[src/hdl/sas_pkg.sv]
package sas_pkg;

	localparam int MAX_ROWS_DEF  = 16;
	localparam int TIME_BITS_DEF = 16;

	localparam int ROW_W    = 4;
	localparam int FRAME_W  = 8;
	localparam int PERIOD_W = 16;
	localparam int SIZE_W   = 12;
	localparam int ROWS_W   = 5;
	localparam int CLIPX_W  = 20;
	localparam int CLIPY_W  = 16;

	typedef enum logic [2:0] {
		REQ_TICK   = 3'd0,
		REQ_SELECT = 3'd1,
		REQ_WRITE  = 3'd2,
		REQ_FRAME  = 3'd3,
		REQ_RESET  = 3'd4
	} req_t;

	typedef struct packed {
		logic [PERIOD_W-1:0] period;
		logic [FRAME_W-1:0]  count;
		logic [PERIOD_W-1:0] delay;
		logic                loop;
		logic [SIZE_W-1:0]   w;
		logic [SIZE_W-1:0]   h;
	} cfg_t;

endpackage

[src/hdl/sprite_animation_sequencer.sv]
// An item steps through S_EXEC, then S_FILL once per row that a settings write fills,
// then S_SUM once per row from 0 to the active row, then S_LAST; done is registered from S_LAST.
// Throughput: one item at a time; busy stays high until the strobe. The row walk that
// sums clip heights through the settings memory sets how long an item takes.
// The receiver cannot stall: done is a single-cycle strobe.
// Reset (arst_n low, asynchronous): no rows in use, row 0 selected, all status cleared.
module sprite_animation_sequencer #(
	parameter int MAX_ROWS  = sas_pkg::MAX_ROWS_DEF,
	parameter int TIME_BITS = sas_pkg::TIME_BITS_DEF
) (
	input  logic                          clk,
	input  logic                          arst_n,
	input  logic                          start,
	output logic                          busy,
	input  logic [2:0]                    req_type,
	input  logic [sas_pkg::PERIOD_W-1:0]  time_delta,
	input  logic [sas_pkg::ROW_W-1:0]     row_index,
	input  logic [sas_pkg::FRAME_W-1:0]   frame_value,
	input  logic [sas_pkg::PERIOD_W-1:0]  frame_period,
	input  logic [sas_pkg::FRAME_W-1:0]   frame_count,
	input  logic [sas_pkg::PERIOD_W-1:0]  delay_period,
	input  logic                          loop_enable,
	input  logic [sas_pkg::SIZE_W-1:0]    clip_width_in,
	input  logic [sas_pkg::SIZE_W-1:0]    clip_height_in,
	output logic                          done,
	output logic [sas_pkg::ROW_W-1:0]     active_row,
	output logic [sas_pkg::FRAME_W-1:0]   active_frame,
	output logic                          finished,
	output logic                          in_delay,
	output logic [sas_pkg::CLIPX_W-1:0]   clip_x,
	output logic [sas_pkg::CLIPY_W-1:0]   clip_y,
	output logic [sas_pkg::SIZE_W-1:0]    clip_w,
	output logic [sas_pkg::SIZE_W-1:0]    clip_h,
	output logic [sas_pkg::ROWS_W-1:0]    rows_used
);

	localparam int AW = (MAX_ROWS > 1) ? $clog2(MAX_ROWS) : 1;
	localparam int SW = TIME_BITS + 10;

	typedef struct packed {
		logic                         done;
		logic                         dly;
		logic [TIME_BITS-1:0]         acc;
		logic [sas_pkg::FRAME_W-1:0]  frame;
	} stat_t;

	typedef enum logic [2:0] {S_IDLE, S_EXEC, S_FILL, S_SUM, S_LAST} state_t;

	state_t                          state_q;
	sas_pkg::req_t                   req_q;
	logic [sas_pkg::PERIOD_W-1:0]    delta_q;
	logic [sas_pkg::ROW_W-1:0]       idx_q;
	logic [sas_pkg::FRAME_W-1:0]     fval_q;
	sas_pkg::cfg_t                   wcfg_q;
	logic [sas_pkg::ROW_W-1:0]       cur_q;
	logic [sas_pkg::ROWS_W-1:0]      rows_q;
	logic [sas_pkg::ROW_W-1:0]       fill_q;
	logic [sas_pkg::ROW_W-1:0]       k_q;
	logic                            add_s1;
	logic [sas_pkg::CLIPY_W-1:0]     ysum_q;
	logic                            done_q;
	logic [sas_pkg::FRAME_W-1:0]     frame_q;
	logic                            fin_q;
	logic                            dly_q;
	logic [sas_pkg::CLIPX_W-1:0]     clip_x_q;
	logic [sas_pkg::CLIPY_W-1:0]     clip_y_q;
	logic [sas_pkg::SIZE_W-1:0]      clip_w_q;
	logic [sas_pkg::SIZE_W-1:0]      clip_h_q;

	sas_pkg::cfg_t                   cfg_rd;
	logic [SW-1:0]                   stat_rd;
	logic [SW-1:0]                   stat_tick;
	logic [SW-1:0]                   stat_wdata;
	stat_t                           stat_frm;
	stat_t                           stat_cur;
	logic                            cfg_we;
	logic                            stat_we;
	logic                            stat_clear;
	logic [AW-1:0]                   cfg_raddr;
	logic [AW-1:0]                   stat_waddr;
	logic                            gap_row;
	logic                            rows_nz;

	assign rows_nz   = (rows_q != '0);
	assign gap_row   = ({1'b0, fill_q} >= rows_q);
	assign cfg_raddr = AW'((state_q == S_SUM) ? k_q : cur_q);
	assign cfg_we    = (state_q == S_FILL);
	assign stat_clear = (state_q == S_EXEC) && (req_q == sas_pkg::REQ_RESET);

	always_comb begin
		stat_frm       = stat_t'(stat_rd);
		stat_frm.frame = fval_q;
		stat_we        = 1'b0;
		stat_waddr     = AW'(cur_q);
		stat_wdata     = stat_tick;
		if (state_q == S_EXEC && rows_nz) begin
			if (req_q == sas_pkg::REQ_TICK) begin
				stat_we = 1'b1;
			end else if (req_q == sas_pkg::REQ_FRAME) begin
				stat_we    = 1'b1;
				stat_wdata = SW'(stat_frm);
			end
		end else if (state_q == S_FILL && gap_row) begin
			// rows added past the end start with a zero status
			stat_we    = 1'b1;
			stat_waddr = AW'(fill_q);
			stat_wdata = '0;
		end
	end

	sas_cfg_mem #(.MAX_ROWS(MAX_ROWS), .AW(AW)) u_cfg_mem (
		.clk   (clk),
		.we    (cfg_we),
		.waddr (AW'(fill_q)),
		.wdata (wcfg_q),
		.raddr (cfg_raddr),
		.rdata (cfg_rd)
	);

	sas_stat_mem #(.MAX_ROWS(MAX_ROWS), .SW(SW), .AW(AW)) u_stat_mem (
		.clk    (clk),
		.arst_n (arst_n),
		.clear  (stat_clear),
		.we     (stat_we),
		.waddr  (stat_waddr),
		.wdata  (stat_wdata),
		.raddr  (AW'(cur_q)),
		.rdata  (stat_rd)
	);

	sas_tick #(.TIME_BITS(TIME_BITS), .SW(SW)) u_tick (
		.cfg      (cfg_rd),
		.stat_in  (stat_rd),
		.delta    (delta_q),
		.stat_out (stat_tick)
	);

	assign stat_cur = stat_t'(stat_rd);

	always_ff @(posedge clk or negedge arst_n) begin
		if (!arst_n) begin
			state_q  <= S_IDLE;
			req_q    <= sas_pkg::REQ_TICK;
			delta_q  <= '0;
			idx_q    <= '0;
			fval_q   <= '0;
			wcfg_q   <= '0;
			cur_q    <= '0;
			rows_q   <= '0;
			fill_q   <= '0;
			k_q      <= '0;
			add_s1   <= 1'b0;
			ysum_q   <= '0;
			done_q   <= 1'b0;
			frame_q  <= '0;
			fin_q    <= 1'b0;
			dly_q    <= 1'b0;
			clip_x_q <= '0;
			clip_y_q <= '0;
			clip_w_q <= '0;
			clip_h_q <= '0;
		end else begin
			done_q <= (state_q == S_LAST);
			add_s1 <= (state_q == S_SUM) && (k_q != cur_q);
			if (add_s1) begin
				ysum_q <= ysum_q + sas_pkg::CLIPY_W'(cfg_rd.h);
			end
			unique case (state_q)
				S_IDLE: begin
					if (start) begin
						req_q         <= sas_pkg::req_t'(req_type);
						delta_q       <= time_delta;
						idx_q         <= row_index;
						fval_q        <= frame_value;
						wcfg_q.period <= frame_period;
						wcfg_q.count  <= frame_count;
						wcfg_q.delay  <= delay_period;
						wcfg_q.loop   <= loop_enable;
						wcfg_q.w      <= clip_width_in;
						wcfg_q.h      <= clip_height_in;
						ysum_q        <= '0;
						state_q       <= S_EXEC;
					end
				end
				S_EXEC: begin
					k_q <= '0;
					unique case (req_q)
						sas_pkg::REQ_SELECT: begin
							cur_q   <= ({1'b0, idx_q} < rows_q) ? idx_q : '0;
							state_q <= S_SUM;
						end
						sas_pkg::REQ_WRITE: begin
							if (32'(idx_q) < MAX_ROWS) begin
								fill_q  <= ({1'b0, idx_q} >= rows_q) ?
									rows_q[sas_pkg::ROW_W-1:0] : idx_q;
								state_q <= S_FILL;
							end else begin
								state_q <= S_SUM;
							end
						end
						default: begin
							state_q <= S_SUM;
						end
					endcase
				end
				S_FILL: begin
					if (fill_q == idx_q) begin
						if ({1'b0, idx_q} >= rows_q) begin
							rows_q <= {1'b0, idx_q} + 1'b1;
						end
						state_q <= S_SUM;
					end else begin
						fill_q <= fill_q + 1'b1;
					end
				end
				S_SUM: begin
					// walk rows 0 to current; heights of earlier rows accumulate
					if (k_q == cur_q) begin
						state_q <= S_LAST;
					end else begin
						k_q <= k_q + 1'b1;
					end
				end
				S_LAST: begin
					if (rows_nz) begin
						frame_q  <= stat_cur.frame;
						fin_q    <= stat_cur.done;
						dly_q    <= stat_cur.dly;
						clip_x_q <= sas_pkg::CLIPX_W'(cfg_rd.w) *
							sas_pkg::CLIPX_W'(stat_cur.frame);
						clip_y_q <= ysum_q;
						clip_w_q <= cfg_rd.w;
						clip_h_q <= cfg_rd.h;
					end else begin
						frame_q  <= '0;
						fin_q    <= 1'b0;
						dly_q    <= 1'b0;
						clip_x_q <= '0;
						clip_y_q <= '0;
						clip_w_q <= '0;
						clip_h_q <= '0;
					end
					state_q <= S_IDLE;
				end
				default: begin
					state_q <= S_IDLE;
				end
			endcase
		end
	end

	assign busy         = (state_q != S_IDLE);
	assign done         = done_q;
	assign active_row   = cur_q;
	assign active_frame = frame_q;
	assign finished     = fin_q;
	assign in_delay     = dly_q;
	assign clip_x       = clip_x_q;
	assign clip_y       = clip_y_q;
	assign clip_w       = clip_w_q;
	assign clip_h       = clip_h_q;
	assign rows_used    = rows_q;

	a_done_after_last: assert property (@(posedge clk) disable iff (!arst_n)
		done_q |-> $past(state_q == S_LAST))
		else $error("result strobe without a completed row walk");

	a_rows_bound: assert property (@(posedge clk) disable iff (!arst_n)
		32'(rows_q) <= MAX_ROWS)
		else $error("rows in use exceed table depth");

	a_cur_in_use: assert property (@(posedge clk) disable iff (!arst_n)
		({1'b0, cur_q} < rows_q) || (cur_q == '0))
		else $error("current row not in use");

	a_busy_after_accept: assert property (@(posedge clk) disable iff (!arst_n)
		(start && !busy) |=> busy)
		else $error("accepted item did not raise busy");

	a_fill_no_stat_clear: assert property (@(posedge clk) disable iff (!arst_n)
		(state_q == S_FILL) |-> !stat_clear && cfg_we)
		else $error("fill step without settings write");

endmodule

[src/hdl/sas_cfg_mem.sv]
module sas_cfg_mem #(
	parameter int MAX_ROWS = sas_pkg::MAX_ROWS_DEF,
	parameter int AW       = (MAX_ROWS > 1) ? $clog2(MAX_ROWS) : 1
) (
	input  logic            clk,
	input  logic            we,
	input  logic [AW-1:0]   waddr,
	input  sas_pkg::cfg_t   wdata,
	input  logic [AW-1:0]   raddr,
	output sas_pkg::cfg_t   rdata
);

	sas_pkg::cfg_t mem [MAX_ROWS];

	always_ff @(posedge clk) begin
		if (we) begin
			mem[waddr] <= wdata;
		end
		rdata <= mem[raddr];
	end

endmodule

[src/hdl/sas_stat_mem.sv]
module sas_stat_mem #(
	parameter int MAX_ROWS = sas_pkg::MAX_ROWS_DEF,
	parameter int SW       = sas_pkg::TIME_BITS_DEF + 10,
	parameter int AW       = (MAX_ROWS > 1) ? $clog2(MAX_ROWS) : 1
) (
	input  logic          clk,
	input  logic          arst_n,
	input  logic          clear,
	input  logic          we,
	input  logic [AW-1:0] waddr,
	input  logic [SW-1:0] wdata,
	input  logic [AW-1:0] raddr,
	output logic [SW-1:0] rdata
);

	logic [SW-1:0]       mem [MAX_ROWS];
	logic [MAX_ROWS-1:0] valid_q;
	logic [SW-1:0]       rd_q;
	logic                rd_valid_q;

	always_ff @(posedge clk) begin
		if (we) begin
			mem[waddr] <= wdata;
		end
		rd_q <= mem[raddr];
	end

	always_ff @(posedge clk or negedge arst_n) begin
		if (!arst_n) begin
			valid_q    <= '0;
			rd_valid_q <= 1'b0;
		end else begin
			rd_valid_q <= valid_q[raddr];
			if (clear) begin
				valid_q <= '0;
			end else if (we) begin
				valid_q[waddr] <= 1'b1;
			end
		end
	end

	// an entry never written since the last clear reads as zero status
	assign rdata = rd_valid_q ? rd_q : '0;

endmodule

[src/hdl/sas_tick.sv]
module sas_tick #(
	parameter int TIME_BITS = sas_pkg::TIME_BITS_DEF,
	parameter int SW        = TIME_BITS + 10
) (
	input  sas_pkg::cfg_t                   cfg,
	input  logic [SW-1:0]                   stat_in,
	input  logic [sas_pkg::PERIOD_W-1:0]    delta,
	output logic [SW-1:0]                   stat_out
);

	localparam int SUMW = ((TIME_BITS > sas_pkg::PERIOD_W) ? TIME_BITS : sas_pkg::PERIOD_W) + 1;

	typedef struct packed {
		logic                         done;
		logic                         dly;
		logic [TIME_BITS-1:0]         acc;
		logic [sas_pkg::FRAME_W-1:0]  frame;
	} stat_t;

	stat_t             s_in;
	stat_t             s_out;
	logic [SUMW-1:0]   sum;
	logic [SUMW-1:0]   tmax;
	logic [SUMW-1:0]   acc_sat;
	logic [SUMW-1:0]   dly_w;
	logic [SUMW-1:0]   per_w;
	logic [sas_pkg::FRAME_W:0] nf;

	assign s_in  = stat_t'(stat_in);
	assign tmax  = SUMW'({TIME_BITS{1'b1}});
	assign sum   = SUMW'(s_in.acc) + SUMW'(delta);
	assign dly_w = SUMW'(cfg.delay);
	assign per_w = SUMW'(cfg.period);

	always_comb begin
		acc_sat = (sum > tmax) ? tmax : sum;
		nf      = {1'b0, s_in.frame} + 1'b1;
		s_out   = s_in;
		s_out.acc = TIME_BITS'(acc_sat);
		if (s_in.dly) begin
			if (acc_sat >= dly_w) begin
				s_out.frame = '0;
				s_out.acc   = TIME_BITS'(acc_sat - dly_w);
				s_out.dly   = 1'b0;
			end
		end else if (acc_sat >= per_w) begin
			s_out.acc   = TIME_BITS'(acc_sat - per_w);
			s_out.frame = nf[sas_pkg::FRAME_W-1:0];
			// end of row: restart, finish or wait out the delay
			if (nf >= {1'b0, cfg.count}) begin
				if (cfg.delay == '0) begin
					if (cfg.loop) begin
						s_out.frame = '0;
					end else begin
						s_out.done  = 1'b1;
						s_out.frame = s_in.frame;
					end
				end else begin
					s_out.dly   = 1'b1;
					s_out.frame = s_in.frame;
				end
			end
		end
	end

	assign stat_out = SW'(s_out);

endmodule

[config.mk]
export PLATFORM = sky130hd
export DESIGN_NAME = sprite_animation_sequencer
export DESIGN_NICKNAME = d
export VERILOG_FILES = /design/src/hdl/sas_pkg.sv /design/src/hdl/sprite_animation_sequencer.sv /design/src/hdl/sas_cfg_mem.sv /design/src/hdl/sas_stat_mem.sv /design/src/hdl/sas_tick.sv
export SDC_FILE = /design/constraint.sdc
export NUM_CORES = 2
export LEC_CHECK = 0
export BUFFER_PORTS_ARGS = -buffer_cell sky130_fd_sc_hd__clkbuf_2
export CORE_ASPECT_RATIO = 1.75
export CORE_MARGIN = 2
export CORE_UTILIZATION = 45
export DETAILED_ROUTE_END_ITERATION = 8
export GPL_TIMING_DRIVEN = 0
export PLACE_DENSITY = 0.67
export REMOVE_ABC_BUFFERS = 1
export SYNTH_ARGS = -nofsm -noshare
export SYNTH_HDL_FRONTEND = slang
export SYNTH_SLANG_ARGS = --single-unit
[constraint.sdc]
create_clock -name clk -period 5.6 [get_ports clk]
set_input_delay 0.28 -clock clk [delete_from_list [all_inputs] [get_ports clk]]
set_output_delay 0.28 -clock clk [all_outputs]
set_load 0.02 [all_outputs]
==> metrics.yaml <==
status: "complete, but fails checks"
failed_checks: "negative hold slack, negative setup slack"
io_buffers: 179
path_cells: "nand2_4, inv_1, ha_2, inv_1, fa_1, nor2b_2, o31a_1, o21bai_2, buf_4, a21o_1, xor2_1, nand2_2, ha_4, a211o_1, or4_4, o221a_4, a21oi_4, buf_6, nor4_4, buf_4, a221oi_1, nor2_4, buf_12"
1st_pass_router_iterations: 5
avgViaCountPerCell: 5.83
grt_setup_unrepaired: "yes"
cp.arrival_ns: 6.12
floorplan_core_area_mm2: 0.162
topRoutingLayerUsed: "met4"
worst-setup-path-type: "reg -> reg"
num_io_pins: 180
cellLeakagePower_nw: 30.9
period_minus_slack_ns: 5.61
num_vias: 40400
die_area_mm2: 0.166
hp-class: "in -> async"
m1WireLength_um: 70900
crit_share_post_route_pct: 100
cts_max_level: 4
area.growth.synth_to_final_pct: 19.0
reg2reg_to: "u_stat_mem.mem[4][1]"
finalMaxSlewViolations: 0
worst_setup_hold_path_clk_slew_ns: 0.06
via_count_of_the_first_global_routing_pass: 41400
drc: 0
fmax_mhz: 178
postRouteAntennaNets: 0
grt_pass1_wl_um: 268000
max-slew-margin-rel_pct: 5.75
maxCapViolations: 0
setup.worst_path.end_class: "flop"
netlist_area_mm2: 0.0733
yosysSeqAreaShare_pct: 69.6
synthDominantCellAreaShare_pct: 59.6
insertion_delay_ns: 0.81
synth_top_cells_by_count: "sky130_fd_sc_hd__edfxtp_1, sky130_fd_sc_hd__mux4_2, sky130_fd_sc_hd__nand2_1"
final_net_count: 4924
critical_path.reg2reg.startpoint: "u_stat_mem.rd_valid_q"
cts_buffers: 158
rows: 196
cts_max_path_buffers: 4
layout-drive-gt1-share_pct: 27.1
grt_antenna_before_repair: 3
power.density_mw_per_mm2: 700
die_x_um: 309
whs_ns: -0.0202
netlist-cell-type-count: 92
clock_tree.root_cell: "sky130_fd_sc_hd__clkbuf_16"
timing.final.setup_violations: 7
critPathLaunchType: "flop"
drt_iter0_drc: 4158
synth-seq-cells: 1768
initial_utilization_pct: 45.2
synthTopCellsByArea: "sky130_fd_sc_hd__edfxtp_1, sky130_fd_sc_hd__mux4_2, sky130_fd_sc_hd__dfrtp_1"
final_cells: 6940
routed_wl_met2_um: 95000
global_route.overflow_total: 0
worstPathMaxFanout: 16
synth_cells: 4189
grt_util_all_layers_pct: 21.8
yosys_warnings: 0
synth_async_sr_flop_share_pct: 12.5
final_critical_path_setup_slack_ns: -0.00968
setup.reg_to_reg.worst_slack_ns: -0.01
route.detailed.wl_per_inst_um: 26.3
grt_start_max_net_pins: 96
dr_wl_met3_um: 10400
place_hpwl_um: 119000
cts_tree: "done"
synth.avg_cell_area_um2: 17.5
synth_enable_flop_cells: 1456
clock_skew_ns: 0.0549
place_inst: 6499
crit_path_max_incr_delay_ns: 0.57
wl_um: 182000
die_height_um: 538
cpMaxStageDelayCell: "sky130_fd_sc_hd__dfrtp_4"
top_ff_cell_synth: "sky130_fd_sc_hd__edfxtp_1"
gp_routability_congestion: 0.875
worst_pin_slew_ns: 1.41
post_synthesis_cell_type_with_the_largest_combined_area: "sky130_fd_sc_hd__edfxtp_1"
power.ir.vdd_worst_mv: 0.862
yosysMostFrequentCell: "sky130_fd_sc_hd__edfxtp_1"
critPathRequiredTime_ns: 6.11
final-hold-violation-count: 8
dpl_worst_slack_ns: -1.63
r2r.worst_path.cells: 23
cts.sink_count: 1768
==> state kept, by name, summed over array words and instances (netlist names), 4 cells and up <==
signal,flops
u_stat_mem.mem,416
wcfg_q,65
ysum_q,16
u_stat_mem.valid_q,16
u_cfg_mem.rdata,65
delta_q,16
clip_h,12
clip_x,20
fval_q,8
clip_y,16
active_row,4
clip_w,12
idx_q,4
u_stat_mem.rd_q,26
k_q,4
u_cfg_mem.mem,1040
active_frame,8
rows_used,5
fill_q,4
==> power by group <==
part           switching [W]  internal (W)  total (W)
Combinational         0.0158        0.0121     0.0279
Sequential           0.00229        0.0200     0.0223
Clock                0.00476       0.00611     0.0109
==> layout make-up <==
cell class | count | area [um^2]
Fill cell | 12500 | 75000
Sequential cell | 1768 | 51100
Multi-Input combinational cell | 2076 | 21800
Timing Repair Buffer | 501 | 6110
Clock buffer | 217 | 4420
Tap cell | 2178 | 2730
Clock inverter | 66 | 704
Inverter | 133 | 499
Antenna cell | 1 | 2.50
==> logic make-up (layout without fill, tap and decap cells) <==
family | count (synthesis) | count (layout) | synth area share [%]
compound gates | 481 | 483 | 4.52
xor+xnor | 73 | 73 | 0.872
fa+ha+maj | 187 | 187 | 3.85
buf+inv | 348 | 917 | 2.02
flops | 1768 | 1768 | 69.6
mux | 509 | 509 | 13.9
other cells | 0 | 1 | 0
simple gates | 823 | 824 | 5.24
==> routing by layer <==
metal	vias up	track usage, %
met2	1571	38.5
met3	356	2.76
li1	17300	-
met5	-	0
met1	21200	27.9
met4	0	7.23
==> repair_timing <==
action,in CTS,in global routing
gates resized for setup,81,64
hold buffers,98,0
cloned,0,4
hold endpoints to repair,181,0
buffers inserted,31,26
pin swaps,22,26
setup endpoints to repair,422,371
==> stage by stage <==
step | TNS, ns | power [W] | utilization [%] | hold slack, ns | instance area, um^2
CTS | 0 | 0.0594 | 53.4 | 0.00357 | 86700
detailed placement | -529.81 | 0.0460 | 49.2 | 0.280 | 79800
global route | -5.77 | 0.0642 | 53.8 | 0.0402 | 87300
floorplan | -1852.39 | 0.0393 | - | -0.0156 | 72400
global placement | - | 0.0465 | 46.8 | 0.453 | 76000
finish | -0.0632 | 0.0611 | 53.8 | -0.0202 | 87300
==> layout by cell type, fill, tap and decap left out, types with 67 or more instances in the layout <==
cell / instances
sky130_fd_sc_hd__inv_1: 131
sky130_fd_sc_hd__clkbuf_2: 178
sky130_fd_sc_hd__nand3_1: 78
sky130_fd_sc_hd__dfxtp_1: 88
sky130_fd_sc_hd__buf_16: 67
sky130_fd_sc_hd__a31oi_1: 77
sky130_fd_sc_hd__ha_1: 114
sky130_fd_sc_hd__dfrtp_1: 217
sky130_fd_sc_hd__edfxtp_1: 1456
sky130_fd_sc_hd__mux2_2: 95
sky130_fd_sc_hd__buf_12: 79
sky130_fd_sc_hd__and2_1: 86
sky130_fd_sc_hd__a21oi_1: 67
sky130_fd_sc_hd__clkbuf_16: 161
sky130_fd_sc_hd__nand2_1: 360
sky130_fd_sc_hd__a211oi_1: 71
sky130_fd_sc_hd__dlygate4sd3_1: 98
sky130_fd_sc_hd__nor2_1: 80
sky130_fd_sc_hd__mux4_2: 395
==> critical path: cells and delay by family, from the launching register on <==
kind            cells  cell delay (ns)
xor+xnor            1             0.19
compound gates      7             1.89
buf+inv             6             0.83
fa+ha+maj           3             0.87
simple gates        6             0.98
flops               1             0.57
==> worst max path at each step <==
| stage | start | endpoint | slack (ns) | cells past startpoint |
|---|---|---|---|---|
| 2_1_floorplan | active_row[0] | u_cfg_mem.rdata[0] | -21.41 | 5 |
| 3_3_place_gp | active_row[0] | u_cfg_mem.rdata[38] | -46.67 | 5 |
| 3_5_place_dp | u_stat_mem.rd_valid_q | u_stat_mem.mem[5][2] | -1.63 | 21 |
| 4_1_cts | u_stat_mem.rd_valid_q | clip_x[18] | 0.002 | 20 |
| 5_1_grt | u_stat_mem.rd_valid_q | u_stat_mem.mem[4][1] | -0.1 | 20 |
| 6_report | u_stat_mem.rd_valid_q | u_stat_mem.mem[4][1] | -0.01 | 23 |
No activity file was read; power rests on OpenSTA's default activity.
